--- src/wsq_pkg.sv ---
// ----------------------------------------------------------------------------
// Work-stealing queue set: shared definitions
// Field widths, default sizes, request/status codes and sequencer states.
// ----------------------------------------------------------------------------
package wsq_pkg;

   // default sizes of the queue set
   localparam int NUM_QUEUES_DEF  = 8;
   localparam int QUEUE_DEPTH_DEF = 16;
   localparam int JOB_ID_BITS_DEF = 16;

   // fixed field widths on the channels
   localparam int MODE_W   = 2;
   localparam int QIDX_W   = 3;
   localparam int JOB_W    = 16;
   localparam int STATUS_W = 2;
   localparam int CNT_W    = 16;
   localparam int ACTQ_W   = 4;

   localparam logic [ACTQ_W-1:0] ACTQ_RESET  = 4'd8;
   localparam logic [CNT_W-1:0]  PENDING_MAX = '1;

   typedef enum logic [MODE_W-1:0] {
      MODE_PUSH,
      MODE_ACQUIRE,
      MODE_DONE,
      MODE_NONE
   } mode_type;

   typedef enum logic [STATUS_W-1:0] {
      STATUS_OK,
      STATUS_EMPTY,
      STATUS_FULL,
      STATUS_RANGE
   } status_type;

   typedef enum logic [1:0] {
      OP_PUSH,
      OP_BACK,
      OP_FRONT
   } op_type;

   typedef enum logic [2:0] {
      ST_IDLE,
      ST_SCAN,
      ST_META,
      ST_DATA,
      ST_FIN
   } state_type;

endpackage

--- src/wsq_if.sv ---
// ----------------------------------------------------------------------------
// Work-stealing queue set: channel interfaces
// Request, response and register-write channels with valid/ready handshake.
// ----------------------------------------------------------------------------
interface wsq_req_if;
   logic                       valid;
   logic                       ready;
   logic [wsq_pkg::MODE_W-1:0] mode;
   logic [wsq_pkg::QIDX_W-1:0] queue_index;
   logic [wsq_pkg::JOB_W-1:0]  job_id;

   modport source (output valid, mode, queue_index, job_id, input ready);
   modport sink   (input valid, mode, queue_index, job_id, output ready);
endinterface

interface wsq_rsp_if;
   logic                         valid;
   logic                         ready;
   logic [wsq_pkg::STATUS_W-1:0] status;
   logic [wsq_pkg::JOB_W-1:0]    got_job;
   logic [wsq_pkg::QIDX_W-1:0]   from_queue;
   logic [wsq_pkg::CNT_W-1:0]    pending_jobs;

   modport source (output valid, status, got_job, from_queue, pending_jobs, input ready);
   modport sink   (input valid, status, got_job, from_queue, pending_jobs, output ready);
endinterface

interface wsq_csr_if;
   logic                       valid;
   logic                       ready;
   logic [wsq_pkg::ACTQ_W-1:0] active_queues;

   modport source (output valid, active_queues, input ready);
   modport sink   (input valid, active_queues, output ready);
endinterface

--- src/wsq_ram.sv ---
// ----------------------------------------------------------------------------
// Work-stealing queue set: generic RAM
// One write port, one read port with registered read data.
// ----------------------------------------------------------------------------
module wsq_ram #(
   parameter int WIDTH = 16,
   parameter int DEPTH = 16
) (
   input  logic                     clock,
   input  logic                     wr_en,
   input  logic [$clog2(DEPTH)-1:0] wr_addr,
   input  logic [WIDTH-1:0]         wr_data,
   input  logic                     rd_en,
   input  logic [$clog2(DEPTH)-1:0] rd_addr,
   output logic [WIDTH-1:0]         rd_data
);

   logic [WIDTH-1:0] mem_ff [DEPTH];
   logic [WIDTH-1:0] rd_data_ff;

   always_ff @(posedge clock) begin
      if (wr_en) begin
         mem_ff[wr_addr] <= wr_data;
      end
      if (rd_en) begin
         rd_data_ff <= mem_ff[rd_addr];
      end
   end

   assign rd_data = rd_data_ff;

endmodule

--- src/wsq_alu.sv ---
// ----------------------------------------------------------------------------
// Work-stealing queue set: modular adder
// Add two operands below the modulus and wrap once into range.
// ----------------------------------------------------------------------------
module wsq_alu #(
   parameter int WIDTH = 5
) (
   input  logic [WIDTH-1:0] op_a,
   input  logic [WIDTH-1:0] op_b,
   input  logic [WIDTH-1:0] modulus,
   output logic [WIDTH-1:0] sum
);

   logic [WIDTH:0] raw;

   always_comb begin
      raw = {1'b0, op_a} + {1'b0, op_b};
      if (raw >= {1'b0, modulus}) begin
         sum = WIDTH'(raw - {1'b0, modulus});
      end else begin
         sum = raw[WIDTH-1:0];
      end
   end

endmodule

--- src/work_stealing_queue_set_top.sv ---
// ----------------------------------------------------------------------------
// Work-stealing queue set
// Per-requester job deques with LIFO own-pop, circular FIFO stealing and a
// saturating count of pending jobs.
// ----------------------------------------------------------------------------
// Usage:
//   req_if  : one request per handshake: mode (push / acquire / done),
//             queue_index and job_id. Ready is high only while the sequencer
//             is idle.
//   rsp_if  : one response per request: status, got_job, from_queue and the
//             pending count after the request. A one-entry output register
//             holds it; the next request is taken while it waits.
//   csr_if  : writes active_queues (always ready); write only while idle.
// States, from one request accept to the next:
//   done, unused mode or bad index : IDLE, FIN
//   push                           : IDLE, META, FIN
//   acquire                        : IDLE, SCAN per queue tried, META, DATA,
//                                    FIN; if none found, FIN after all SCANs
//   The search examines one queue per cycle through the single modular
//   adder; the queue descriptor and job store are registered-read RAMs.
// Reset: all queues empty, pending count zero, active_queues = 8 (clamped to
//   NUM_QUEUES). Descriptor valid bits mark never-written queues as empty,
//   so no clearing pass is run. A stalled response stalls only the finish
//   step; the sequencer holds there until the output register frees.
// ----------------------------------------------------------------------------
module work_stealing_queue_set_top #(
   parameter int NUM_QUEUES  = wsq_pkg::NUM_QUEUES_DEF,
   parameter int QUEUE_DEPTH = wsq_pkg::QUEUE_DEPTH_DEF,
   parameter int JOB_ID_BITS = wsq_pkg::JOB_ID_BITS_DEF
) (
   input  logic         clock,
   input  logic         reset,
   wsq_req_if.sink      req_if,
   wsq_rsp_if.source    rsp_if,
   wsq_csr_if.sink      csr_if
);

   localparam int QW  = $clog2(NUM_QUEUES);
   localparam int NW  = $clog2(NUM_QUEUES + 1);
   localparam int HW  = $clog2(QUEUE_DEPTH);
   localparam int FW  = $clog2(QUEUE_DEPTH + 1);
   localparam int UW0 = (FW > NW) ? FW : NW;
   localparam int UW  = (UW0 > wsq_pkg::ACTQ_W) ? UW0 : wsq_pkg::ACTQ_W;
   localparam int IDW = (JOB_ID_BITS < wsq_pkg::JOB_W) ? JOB_ID_BITS : wsq_pkg::JOB_W;
   localparam int MW  = HW + FW;
   localparam int SD  = NUM_QUEUES * QUEUE_DEPTH;
   localparam int SAW = $clog2(SD);

   // sequencer and control state
   wsq_pkg::state_type           state_ff, state_in;
   logic [wsq_pkg::ACTQ_W-1:0]   active_ff, active_in;
   logic [wsq_pkg::CNT_W-1:0]    pending_ff, pending_in;
   logic [NUM_QUEUES-1:0]        valid_ff, valid_in;   // descriptor written
   logic [NUM_QUEUES-1:0]        busy_ff, busy_in;     // queue holds a job
   logic                         rsp_valid_ff, rsp_valid_in;

   // working registers of the current request
   wsq_pkg::op_type              op_ff, op_in;
   wsq_pkg::status_type          status_ff, status_in;
   logic [QW-1:0]                cur_q_ff, cur_q_in;
   logic [NW-1:0]                scan_cnt_ff, scan_cnt_in;
   logic [IDW-1:0]               job_ff, job_in;
   logic [HW-1:0]                head_ff, head_in;
   logic [FW-1:0]                fill_ff, fill_in;
   logic [IDW-1:0]               got_ff, got_in;
   logic [QW-1:0]                from_ff, from_in;

   // response register
   logic [wsq_pkg::STATUS_W-1:0] rsp_status_ff, rsp_status_in;
   logic [wsq_pkg::JOB_W-1:0]    rsp_got_ff, rsp_got_in;
   logic [wsq_pkg::QIDX_W-1:0]   rsp_from_ff, rsp_from_in;
   logic [wsq_pkg::CNT_W-1:0]    rsp_pend_ff, rsp_pend_in;

   logic                         req_acc;
   logic                         rsp_free;
   logic [UW-1:0]                n_live;
   logic [UW-1:0]                act_u;
   logic                         idx_bad;
   logic                         scan_last;
   wsq_pkg::mode_type            req_mode;

   logic [UW-1:0]                alu_a, alu_b, alu_m, alu_sum;

   logic                         md_rd_en, md_wr_en;
   logic [QW-1:0]                md_rd_addr;
   logic [MW-1:0]                md_wr_data, md_rd_data;
   logic [HW-1:0]                meta_head;
   logic [FW-1:0]                meta_fill;
   logic [FW-1:0]                fill_dec;

   logic                         st_wr_en, st_rd_en;
   logic [SAW-1:0]               st_addr;
   logic [IDW-1:0]               st_rd_data;

   // handshakes
   assign req_if.ready = (state_ff == wsq_pkg::ST_IDLE);
   assign csr_if.ready = 1'b1;
   assign req_acc      = req_if.valid && req_if.ready;
   assign rsp_free     = !rsp_valid_ff || rsp_if.ready;
   assign req_mode     = wsq_pkg::mode_type'(req_if.mode);

   // clamp active_queues into 1..NUM_QUEUES
   always_comb begin
      act_u = UW'(active_ff);
      if (act_u == '0) begin
         n_live = UW'(1);
      end else if (act_u > UW'(NUM_QUEUES)) begin
         n_live = UW'(NUM_QUEUES);
      end else begin
         n_live = act_u;
      end
   end

   assign idx_bad   = UW'(req_if.queue_index) >= n_live;
   assign scan_last = (UW'(scan_cnt_ff) + UW'(1)) == n_live;

   // descriptor read: never-written queues read as empty
   assign meta_head = valid_ff[cur_q_ff] ? md_rd_data[MW-1:FW] : '0;
   assign meta_fill = valid_ff[cur_q_ff] ? md_rd_data[FW-1:0] : '0;
   assign fill_dec  = fill_ff - FW'(1);

   // operand select for the shared modular adder
   always_comb begin
      alu_a = '0;
      alu_b = '0;
      alu_m = UW'(QUEUE_DEPTH);
      case (state_ff)
         wsq_pkg::ST_SCAN: begin
            // advance to the next queue in circular order
            alu_a = UW'(cur_q_ff);
            alu_b = UW'(1);
            alu_m = n_live;
         end
         wsq_pkg::ST_META: begin
            // slot of back (push / pop) or front (steal)
            alu_a = UW'(meta_head);
            case (op_ff)
               wsq_pkg::OP_PUSH: alu_b = UW'(meta_fill);
               wsq_pkg::OP_BACK: alu_b = UW'(FW'(meta_fill - FW'(1)));
               default:          alu_b = '0;
            endcase
         end
         wsq_pkg::ST_DATA: begin
            // head advance after a steal
            alu_a = UW'(head_ff);
            alu_b = UW'(1);
         end
         default: begin
            alu_a = '0;
         end
      endcase
   end

   wsq_alu #(
      .WIDTH   (UW)
   ) u_alu (
      .op_a    (alu_a),
      .op_b    (alu_b),
      .modulus (alu_m),
      .sum     (alu_sum)
   );

   // next state
   always_comb begin
      state_in = state_ff;
      case (state_ff)
         wsq_pkg::ST_IDLE: begin
            if (req_acc) begin
               case (req_mode)
                  wsq_pkg::MODE_PUSH:    state_in = idx_bad ? wsq_pkg::ST_FIN : wsq_pkg::ST_META;
                  wsq_pkg::MODE_ACQUIRE: state_in = idx_bad ? wsq_pkg::ST_FIN : wsq_pkg::ST_SCAN;
                  default:               state_in = wsq_pkg::ST_FIN;
               endcase
            end
         end
         wsq_pkg::ST_SCAN: begin
            if (busy_ff[cur_q_ff]) begin
               state_in = wsq_pkg::ST_META;
            end else if (scan_last) begin
               state_in = wsq_pkg::ST_FIN;
            end
         end
         wsq_pkg::ST_META: begin
            state_in = (op_ff == wsq_pkg::OP_PUSH) ? wsq_pkg::ST_FIN : wsq_pkg::ST_DATA;
         end
         wsq_pkg::ST_DATA: begin
            state_in = wsq_pkg::ST_FIN;
         end
         wsq_pkg::ST_FIN: begin
            if (rsp_free) begin
               state_in = wsq_pkg::ST_IDLE;
            end
         end
         default: begin
            state_in = wsq_pkg::ST_IDLE;
         end
      endcase
   end

   // datapath and memory controls
   always_comb begin
      active_in   = active_ff;
      pending_in  = pending_ff;
      valid_in    = valid_ff;
      busy_in     = busy_ff;
      op_in       = op_ff;
      status_in   = status_ff;
      cur_q_in    = cur_q_ff;
      scan_cnt_in = scan_cnt_ff;
      job_in      = job_ff;
      head_in     = head_ff;
      fill_in     = fill_ff;
      got_in      = got_ff;
      from_in     = from_ff;
      md_wr_en    = 1'b0;
      md_wr_data  = {head_ff, fill_ff};
      st_wr_en    = 1'b0;
      st_rd_en    = 1'b0;

      if (csr_if.valid) begin
         active_in = csr_if.active_queues;
      end

      case (state_ff)
         wsq_pkg::ST_IDLE: begin
            if (req_acc) begin
               cur_q_in    = QW'(req_if.queue_index);
               job_in      = req_if.job_id[IDW-1:0];
               scan_cnt_in = '0;
               got_in      = '0;
               from_in     = '0;
               status_in   = wsq_pkg::STATUS_OK;
               op_in       = (req_mode == wsq_pkg::MODE_PUSH) ? wsq_pkg::OP_PUSH
                                                              : wsq_pkg::OP_BACK;
               case (req_mode)
                  wsq_pkg::MODE_PUSH, wsq_pkg::MODE_ACQUIRE: begin
                     if (idx_bad) begin
                        status_in = wsq_pkg::STATUS_RANGE;
                     end
                  end
                  wsq_pkg::MODE_DONE: begin
                     if (pending_ff != '0) begin
                        pending_in = pending_ff - wsq_pkg::CNT_W'(1);
                     end
                  end
                  default: begin
                     status_in = wsq_pkg::STATUS_OK;
                  end
               endcase
            end
         end
         wsq_pkg::ST_SCAN: begin
            if (busy_ff[cur_q_ff]) begin
               // own queue pops the back, others are stolen from the front
               op_in = (scan_cnt_ff == '0) ? wsq_pkg::OP_BACK : wsq_pkg::OP_FRONT;
            end else if (scan_last) begin
               status_in = wsq_pkg::STATUS_EMPTY;
            end else begin
               cur_q_in    = QW'(alu_sum);
               scan_cnt_in = scan_cnt_ff + NW'(1);
            end
         end
         wsq_pkg::ST_META: begin
            head_in = meta_head;
            fill_in = meta_fill;
            if (op_ff == wsq_pkg::OP_PUSH) begin
               if (meta_fill == FW'(QUEUE_DEPTH)) begin
                  status_in = wsq_pkg::STATUS_FULL;
               end else begin
                  st_wr_en           = 1'b1;
                  md_wr_en           = 1'b1;
                  md_wr_data         = {meta_head, FW'(meta_fill + FW'(1))};
                  valid_in[cur_q_ff] = 1'b1;
                  busy_in[cur_q_ff]  = 1'b1;
                  if (pending_ff != wsq_pkg::PENDING_MAX) begin
                     pending_in = pending_ff + wsq_pkg::CNT_W'(1);
                  end
               end
            end else begin
               st_rd_en = 1'b1;
            end
         end
         wsq_pkg::ST_DATA: begin
            got_in            = st_rd_data;
            from_in           = cur_q_ff;
            md_wr_en          = 1'b1;
            busy_in[cur_q_ff] = (fill_dec != '0);
            if (op_ff == wsq_pkg::OP_FRONT) begin
               md_wr_data = {HW'(alu_sum), fill_dec};
            end else begin
               md_wr_data = {head_ff, fill_dec};
            end
         end
         default: begin
            st_rd_en = 1'b0;
         end
      endcase
   end

   // response register: drop on take, load at finish
   always_comb begin
      rsp_valid_in  = rsp_valid_ff && !rsp_if.ready;
      rsp_status_in = rsp_status_ff;
      rsp_got_in    = rsp_got_ff;
      rsp_from_in   = rsp_from_ff;
      rsp_pend_in   = rsp_pend_ff;
      if (state_ff == wsq_pkg::ST_FIN && rsp_free) begin
         rsp_valid_in  = 1'b1;
         rsp_status_in = status_ff;
         rsp_got_in    = wsq_pkg::JOB_W'(got_ff);
         rsp_from_in   = wsq_pkg::QIDX_W'(from_ff);
         rsp_pend_in   = pending_ff;
      end
   end

   assign rsp_if.valid        = rsp_valid_ff;
   assign rsp_if.status       = rsp_status_ff;
   assign rsp_if.got_job      = rsp_got_ff;
   assign rsp_if.from_queue   = rsp_from_ff;
   assign rsp_if.pending_jobs = rsp_pend_ff;

   // queue descriptors: {head, fill} per queue
   assign md_rd_en   = (state_ff == wsq_pkg::ST_IDLE) || (state_ff == wsq_pkg::ST_SCAN);
   assign md_rd_addr = (state_ff == wsq_pkg::ST_IDLE) ? QW'(req_if.queue_index) : cur_q_ff;

   wsq_ram #(
      .WIDTH   (MW),
      .DEPTH   (NUM_QUEUES)
   ) u_meta_ram (
      .clock   (clock),
      .wr_en   (md_wr_en),
      .wr_addr (cur_q_ff),
      .wr_data (md_wr_data),
      .rd_en   (md_rd_en),
      .rd_addr (md_rd_addr),
      .rd_data (md_rd_data)
   );

   // job store: queue-major, ring slot within the queue
   assign st_addr = SAW'(cur_q_ff) * SAW'(QUEUE_DEPTH) + SAW'(HW'(alu_sum));

   wsq_ram #(
      .WIDTH   (IDW),
      .DEPTH   (SD)
   ) u_job_ram (
      .clock   (clock),
      .wr_en   (st_wr_en),
      .wr_addr (st_addr),
      .wr_data (job_ff),
      .rd_en   (st_rd_en),
      .rd_addr (st_addr),
      .rd_data (st_rd_data)
   );

   // control registers
   always_ff @(posedge clock) begin
      if (reset) begin
         state_ff     <= wsq_pkg::ST_IDLE;
         active_ff    <= wsq_pkg::ACTQ_RESET;
         pending_ff   <= '0;
         valid_ff     <= '0;
         busy_ff      <= '0;
         rsp_valid_ff <= 1'b0;
      end else begin
         state_ff     <= state_in;
         active_ff    <= active_in;
         pending_ff   <= pending_in;
         valid_ff     <= valid_in;
         busy_ff      <= busy_in;
         rsp_valid_ff <= rsp_valid_in;
      end
   end

   // payload registers
   always_ff @(posedge clock) begin
      op_ff         <= op_in;
      status_ff     <= status_in;
      cur_q_ff      <= cur_q_in;
      scan_cnt_ff   <= scan_cnt_in;
      job_ff        <= job_in;
      head_ff       <= head_in;
      fill_ff       <= fill_in;
      got_ff        <= got_in;
      from_ff       <= from_in;
      rsp_status_ff <= rsp_status_in;
      rsp_got_ff    <= rsp_got_in;
      rsp_from_ff   <= rsp_from_in;
      rsp_pend_ff   <= rsp_pend_in;
   end

endmodule

--- src/flat_wrapper.sv ---
// flat-port wrapper written by rule: the top's interface ports become plain ports
module work_stealing_queue_set_top_flat 
#(
   parameter int NUM_QUEUES  = wsq_pkg::NUM_QUEUES_DEF,
   parameter int QUEUE_DEPTH = wsq_pkg::QUEUE_DEPTH_DEF,
   parameter int JOB_ID_BITS = wsq_pkg::JOB_ID_BITS_DEF
)
  (clock, reset, req_if_valid, req_if_mode, req_if_queue_index, req_if_job_id, req_if_ready, rsp_if_valid, rsp_if_status, rsp_if_got_job, rsp_if_from_queue, rsp_if_pending_jobs, rsp_if_ready, csr_if_valid, csr_if_active_queues, csr_if_ready);
  wsq_req_if req_if_i ();
  wsq_rsp_if rsp_if_i ();
  wsq_csr_if csr_if_i ();
  input  logic clock;
  input  logic reset;
  input wire logic [$bits(req_if_i.valid)-1:0] req_if_valid;
  input wire logic [$bits(req_if_i.mode)-1:0] req_if_mode;
  input wire logic [$bits(req_if_i.queue_index)-1:0] req_if_queue_index;
  input wire logic [$bits(req_if_i.job_id)-1:0] req_if_job_id;
  output wire logic [$bits(req_if_i.ready)-1:0] req_if_ready;
  output wire logic [$bits(rsp_if_i.valid)-1:0] rsp_if_valid;
  output wire logic [$bits(rsp_if_i.status)-1:0] rsp_if_status;
  output wire logic [$bits(rsp_if_i.got_job)-1:0] rsp_if_got_job;
  output wire logic [$bits(rsp_if_i.from_queue)-1:0] rsp_if_from_queue;
  output wire logic [$bits(rsp_if_i.pending_jobs)-1:0] rsp_if_pending_jobs;
  input wire logic [$bits(rsp_if_i.ready)-1:0] rsp_if_ready;
  input wire logic [$bits(csr_if_i.valid)-1:0] csr_if_valid;
  input wire logic [$bits(csr_if_i.active_queues)-1:0] csr_if_active_queues;
  output wire logic [$bits(csr_if_i.ready)-1:0] csr_if_ready;
  assign req_if_i.valid = req_if_valid;
  assign req_if_i.mode = req_if_mode;
  assign req_if_i.queue_index = req_if_queue_index;
  assign req_if_i.job_id = req_if_job_id;
  assign req_if_ready = req_if_i.ready;
  assign rsp_if_valid = rsp_if_i.valid;
  assign rsp_if_status = rsp_if_i.status;
  assign rsp_if_got_job = rsp_if_i.got_job;
  assign rsp_if_from_queue = rsp_if_i.from_queue;
  assign rsp_if_pending_jobs = rsp_if_i.pending_jobs;
  assign rsp_if_i.ready = rsp_if_ready;
  assign csr_if_i.valid = csr_if_valid;
  assign csr_if_i.active_queues = csr_if_active_queues;
  assign csr_if_ready = csr_if_i.ready;
  work_stealing_queue_set_top #(.NUM_QUEUES(NUM_QUEUES), .QUEUE_DEPTH(QUEUE_DEPTH), .JOB_ID_BITS(JOB_ID_BITS)) u_core (.clock(clock), .reset(reset), .req_if(req_if_i), .rsp_if(rsp_if_i), .csr_if(csr_if_i));
endmodule
--- config.mk ---
export PLATFORM = sky130hd
export DESIGN_NAME = work_stealing_queue_set_top_flat
export DESIGN_NICKNAME = d
export VERILOG_FILES = /design/src/wsq_pkg.sv /design/src/wsq_if.sv /design/src/wsq_ram.sv /design/src/wsq_alu.sv /design/src/work_stealing_queue_set_top.sv /design/src/flat_wrapper.sv
export SDC_FILE = /design/constraint.sdc
export NUM_CORES = 2
export LEC_CHECK = 0
export BUFFER_PORTS_ARGS = -buffer_cell sky130_fd_sc_hd__buf_2
export CAP_MARGIN = 30
export CORE_ASPECT_RATIO = 1.5
export CORE_UTILIZATION = 36
export CTS_CLUSTER_DIAMETER = 200
export DETAILED_ROUTE_END_ITERATION = 10
export PLACE_DENSITY = 0.64
export SLEW_MARGIN = 20
export SYNTH_ARGS = -nofsm -noshare
export SYNTH_HDL_FRONTEND = slang
export SYNTH_HIERARCHICAL = 1
export SYNTH_SLANG_ARGS = --single-unit
--- constraint.sdc ---
create_clock -name clock -period 7.8 [get_ports clock]
set_clock_uncertainty 0.1 [all_clocks]
set_input_delay 1.56 -clock clock [delete_from_list [all_inputs] [get_ports clock]]
set_output_delay 1.56 -clock clock [all_outputs]
set_load 0.01 [all_outputs]
== Word level (Yosys, flattened, before mapping) ==
Memory sizes are Yosys's and may differ from the RTL's. A register that Yosys moved wholly into a read port is not among the register bits.
Cells that the tools add are included.
Storage, ports and cells
  register bits after elaboration: 132
  bits in writable memories: 2120
  input bits: 30
  memories: 2
Memories
  u_core.u_job_ram.mem_ff: words 128, width 16, rd ports 1, clocked after memory_dff 1, write ports 1, RTL line wsq_ram.sv:18  | logic [WIDTH-1:0] mem_ff [DEPTH];
  u_core.u_meta_ram.mem_ff: words 8, width 9, rd ports 1, clocked after memory_dff 1, write ports 1, RTL line wsq_ram.sv:18
Cells by class
  add/sub/neg operators: 10
  magnitude comparators: 5
  equal/unequal tests: 24
  muxes and demuxes: 76
  bitwise logic cells: 3
  reduce and logical (&&, ||, !) cells: 31
Operators with widths (number)
  2-to-1 mux 16 bit: 7
  case mux 16 bit (2 select lines): 2
  2-to-1 mux 3 bit: 12
  2-to-1 mux 9 bit: 3
  2-to-1 mux 4 bit: 6
  2-to-1 mux 2 bit: 10
  case mux 5 bit (2 select lines): 2
  case mux 3 bit (2 select lines): 3
  case mux 9 bit (2 select lines): 1
  adder 16 x 1 -> 16 bit (second input constant): 1
  2-to-1 mux 8 bit: 2
  inequality test 16 bit (second input constant): 1
  bitwise OR 8 bit: 2
  case mux 8 bit (2 select lines): 1
  nonzero test 16 bit: 1
  subtractor 16 x 1 -> 16 bit (second input constant): 1
  2-to-1 mux 5 bit: 3
  case mux 3 bit (5 select lines): 1
  2-to-1 mux 1 bit: 14
  inequality test 2 x 1 -> 1 bit (second input constant): 6
  inequality test 2 bit (second input constant): 6
  case mux 4 bit (3 select lines): 1
  AND reduction 3 bit: 4
  subtractor 5 x 1 -> 5 bit (second input constant): 2
  other kinds (41): 57

== Longest topological paths before layout ==
  word-level depth: 12
  depth in mapped cells: 27

== Hierarchy ==
The synthesis kept the hierarchy.
By module, submodules not included
  wsq_ram at u_core.u_job_ram: instances 1, cells each 3086, area an instance 78683.0 um^2
  work_stealing_queue_set_top: instances 1, cells each 596, area an instance 6513.7 um^2
  wsq_ram at u_core.u_meta_ram: instances 1, cells each 126, area an instance 3109.2 um^2
  wsq_alu: instances 1, cells each 52, area an instance 439.2 um^2

== Worst setup path after synthesis ==
No wires, ideal clock.
  path kind: flip-flop to flip-flop
  start: reg u_core.cur_q_ff[2]
  end: reg u_core.u_job_ram.rd_data_ff[0] (netlist: u_core/u_job_ram/rd_data[0]) (read register of u_core.u_job_ram.mem_ff), data pin
  data arrival time: 6871 ps
  required time: 7440 ps
  slack: 569 ps
  cell stages (with the launch flop): 25
  path buffers: 4
  clock period less this slack: 7231 ps
  path through: edfxtp_1 -> buf_2 -> and4b_1 -> a211o_1 -> a211o_1 -> nand2_1 -> ha_1 -> mux2_2 -> nor3_1 -> inv_1 -> fa_1 -> inv_1 -> fa_1 -> a21oi_1 -> nor2b_1 -> o31ai_1 -> and3_1 -> buf_6 -> mux2i_1 -> buf_2 -> buf_1 -> mux4_2 -> mux4_2 -> mux4_2 -> mux2_2
Between the ends
  word-level cells in the longest chain between the ends: 10
  elaborated cells on any way between the ends: 13
  those cells by class: 4 x add/sub; 1 x order compare; 8 x mux
Ends and longest elaborated chain
  start: declaration: RTL line work_stealing_queue_set_top.sv:60  | logic [QW-1:0] cur_q_ff, cur_q_in;
  start signal: assignment: RTL line work_stealing_queue_set_top.sv:378  | cur_q_ff <= cur_q_in;
  binary-select mux 1 bit (select 3 bit) (*): RTL line work_stealing_queue_set_top.sv:119  | assign meta_fill = valid_ff[cur_q_ff] ? md_rd_data[FW-1:0] : '0;
  2-to-1 mux 1 bit (not written as such) (*): RTL line work_stealing_queue_set_top.sv:119
  2-to-1 mux 5 bit (*): RTL line work_stealing_queue_set_top.sv:119
  subtractor 5 x 1 -> 5 bit: RTL line work_stealing_queue_set_top.sv:139  | wsq_pkg::OP_BACK: alu_b = UW'(FW'(meta_fill - FW'(1)));
  case mux 5 bit (2 select lines) (*): RTL line work_stealing_queue_set_top.sv:137  | case (op_ff)
  case mux 5 bit (2 select lines) (*): RTL line work_stealing_queue_set_top.sv:127  | case (state_ff)
  net u_core.alu_b[1]: RTL line work_stealing_queue_set_top.sv:82  | logic [UW-1:0] alu_a, alu_b, alu_m, alu_sum;
  adder 4 x 5 -> 6 bit (*): RTL line wsq_alu.sv:17  | raw = {1'b0, op_a} + {1'b0, op_b};
  >= comparator 6 x 5 -> 1 bit (*): RTL line wsq_alu.sv:18  | if (raw >= {1'b0, modulus}) begin
  2-to-1 mux 4 bit (*): RTL line wsq_alu.sv:18
  net u_core.alu_sum[0]: RTL line work_stealing_queue_set_top.sv:82
  adder 7 x 4 -> 7 bit (*): RTL line work_stealing_queue_set_top.sv:340  | assign st_addr = SAW'(cur_q_ff) * SAW'(QUEUE_DEPTH) + SAW'(HW'(alu_sum));
  end: declaration: RTL line wsq_ram.sv:19  | logic [WIDTH-1:0] rd_data_ff;
Mark *: on every way through the listed nets, which the timed path passes. The rest lies on a longest branch. The select of a mux whose other input is x is not followed.
A chain may end at the register's enable or synchronous reset.

== Final worst setup path ==
  start: reg u_core.cur_q_ff[0]
  end: reg u_core.u_job_ram.rd_data_ff[3] (netlist: u_core/u_job_ram/rd_data[3]) (read register of u_core.u_job_ram.mem_ff), data pin
Same word-level chain as after synthesis.

==> impl_metrics.env <==
export IMPL_status="completed"
export IMPL_endpoint_kind="register"
export IMPL_syn_instance_count=3857
export IMPL_cts_clk_slew_worst_paths_ps=70
export IMPL_gp_congestion=0.835
export IMPL_critPathKind="reg -> reg"
export IMPL_final_nets=4319
export IMPL_grtUsageTotal_pct=16.8
export IMPL_irDropWorstVdd_mv=0.202
export IMPL_seq_area_um2=68000
export IMPL_drv_cap=0
export IMPL_design_area_um2=102000
export IMPL_firstDrtPassIters=7
export IMPL_cp_required_ps=8280
export IMPL_yosysWarnings=6
export IMPL_p_leak_uw=0.0312
export IMPL_slew_limit_headroom_pct=40.6
export IMPL_hold_ws_ps=321
export IMPL_detail_route_antenna_nets=0
export IMPL_seq_power_share_pct=50.9
export IMPL_vias=41256
export IMPL_setup_tns_ps=0
export IMPL_dr_first_iter_drc_count=4041
export IMPL_p_total_uw=27000
export IMPL_period_share_pct=97.6
export IMPL_fmaxAchievable_mhz=131
export IMPL_p_clk_share_pct=36.4
export IMPL_hold_buffers=0
export IMPL_grt_first_pass_wirelength_um=306000
export IMPL_numPortBuffers=68
export IMPL_finalCoreUtilization_pct=41.7
export IMPL_start_kind="register"
export IMPL_setup_viol=0
export IMPL_ioPinCount=70
export IMPL_start_util_pct=36.3
export IMPL_post_dp_cell_area_um2=95300
export IMPL_drc=0
export IMPL_syn_nets=3923
export IMPL_dieHeight_um=610
export IMPL_detail_route_wl_per_cell_um=27.4
export IMPL_final_cell_mix="2237 x edfxtp_1, 674 x mux4_2, 273 x buf_4"
export IMPL_layout_commonest_cell="edfxtp_1"
export IMPL_antenna_found_initial=18
export IMPL_power_switching_uw=6260
export IMPL_fill_cells=20999
export IMPL_slew_viol_final=0
export IMPL_die_area_um2=248000
export IMPL_first_global_vias=43048
export IMPL_multiInputGateArea_um2=19800
export IMPL_combPwrFrac_pct=12.7
export IMPL_grt_max_degree=94
export IMPL_rows=222
export IMPL_grt_overflow=0
export IMPL_worstSkewPairLatency_ps=860
export IMPL_cell_internal_pwr_uw=20800
export IMPL_cts_buffer_depth=4
export IMPL_cts_root_buf="clkbuf_16"
export IMPL_crit_fanout=16
export IMPL_syn2layout_area_growth_pct=14.8
export IMPL_worstPathArrival_ps=8090
export IMPL_die_w_um=407
export IMPL_routed_wl_um=210000
export IMPL_syn_area_um2=88700
export IMPL_drive_gt1_share_pct=32.0
export IMPL_cts_sinks=2277
export IMPL_syn_avg_cell_area_um2=23.0
export IMPL_dp_hpwl_um=135000
export IMPL_fin_crit_ps=7610
export IMPL_core_area_um2=244000
export IMPL_vias_per_cell=5.39
export IMPL_cts_tree="yes"
export IMPL_hp_class="reg -> reg"
export IMPL_numCtsBuffers=199
export IMPL_hold_viol_final=0
export IMPL_powerDensity_nw_per_um2=265
export IMPL_h_tree_depth=4
export IMPL_worstMarginPinSlew_ps=889
export IMPL_p_sw_share_pct=23.2
[critical path: stages (launching register included)]
cell	delay [ps]
edfxtp_1	380
dlymetal6s2s_1	200
buf_4	140
nand3b_1	120
a21oi_1	270
a211o_1	250
nand2_1	100
ha_1	310
mux2_2	260
nor3_1	180
buf_4	160
inv_1	50
fa_1	500
inv_1	80
fa_1	460
a21oi_2	160
nor2b_1	60
o31ai_1	210
and3_2	260
mux2i_4	280
buf_12	210
buf_12	170
buf_12	180
buf_4	180
mux4_2	560
mux4_2	520
mux4_2	640
mux2_2	330
[per-layer routing]
| layer | routed length [µm] | global-route usage [%] |
|---|---|---|
| met1 | 77400 | 20.0 |
| met2 | 114000 | 31.0 |
| met3 | 11500 | 2.42 |
| met4 | 6570 | 5.47 |
| met5 | 151 | 0 |
[sequential cells by signal, summed over array words and instances (netlist names), 3 cells and up]
| signal | count |
|---|---|
| u_core/busy_ff | 8 |
| u_core/u_meta_ram/mem_ff | 72 |
| u_core/job_ff | 16 |
| u_core/rsp_if.got_job | 16 |
| u_core/valid_ff | 8 |
| u_core/rsp_if.from_queue | 3 |
| u_core/state_ff | 3 |
| u_core/rsp_if.pending_jobs | 16 |
| u_core/u_job_ram/rd_data | 16 |
| u_core/from_ff | 3 |
| u_core/pending_ff | 16 |
| u_core/scan_cnt_ff | 4 |
| u_core/cur_q_ff | 3 |
| u_core/fill_ff | 5 |
| u_core/head_ff | 4 |
| u_core/active_ff | 4 |
| u_core/got_ff | 16 |
| u_core/u_meta_ram/rd_data | 9 |
| u_core/u_job_ram/mem_ff | 2048 |
[final cells by class]
type	count	area share, %
diodes	5	0.0123
clock buffers	236	5.09
clock inverters	118	1.17
inverters	33	0.122
multi-input cells	1345	19.5
flip-flops and latches	2277	66.7
well taps	3248	3.99
repair buffers	397	3.39
[path summary, 6_finish.rpt]
check                                                     start  cells after the start  slack, ps                                    end
worst min-delay path            u_core/from_ff[1]$_SDFFCE_PN0P_                      0        320  u_core/rsp_if.from_queue[1]$_DFFE_PP_
worst min register to register  u_core/from_ff[1]$_SDFFCE_PN0P_                      0        320  u_core/rsp_if.from_queue[1]$_DFFE_PP_
worst max-delay path               u_core/cur_q_ff[0]$_DFFE_PP_                     27        190  u_core/u_job_ram/rd_data[3]$_DFFE_PP_
worst max register to register     u_core/cur_q_ff[0]$_DFFE_PP_                     27        190  u_core/u_job_ram/rd_data[3]$_DFFE_PP_
[stage by stage]
step / instances / worst slack [ps]
floorplan: 3857 / 592
global placement: 7272 / -1.17
detailed placement: 7279 / 126
CTS: 7633 / 69.8
global route: 7658 / -80.8
finish: 7659 / 191
[timing repair]
item                                   CTS  global route
setup endpoints to repair                0            13
gates resized for setup                  0             2
buffers inserted                         0            13
endpoints found under the hold margin    0             0
[power by group through the flow]
stage | Clock (µW) | Sequential [µW] | Combinational (µW)
floorplan | 0 | 14200 | 2080
global placement | 0 | 14000 | 3400
detailed placement | 0 | 14000 | 3450
CTS | 10000 | 13800 | 3460
global route | 10400 | 13800 | 3640
finish | 9830 | 13800 | 3430
Note: power is estimated with default switching activity, not from simulation.
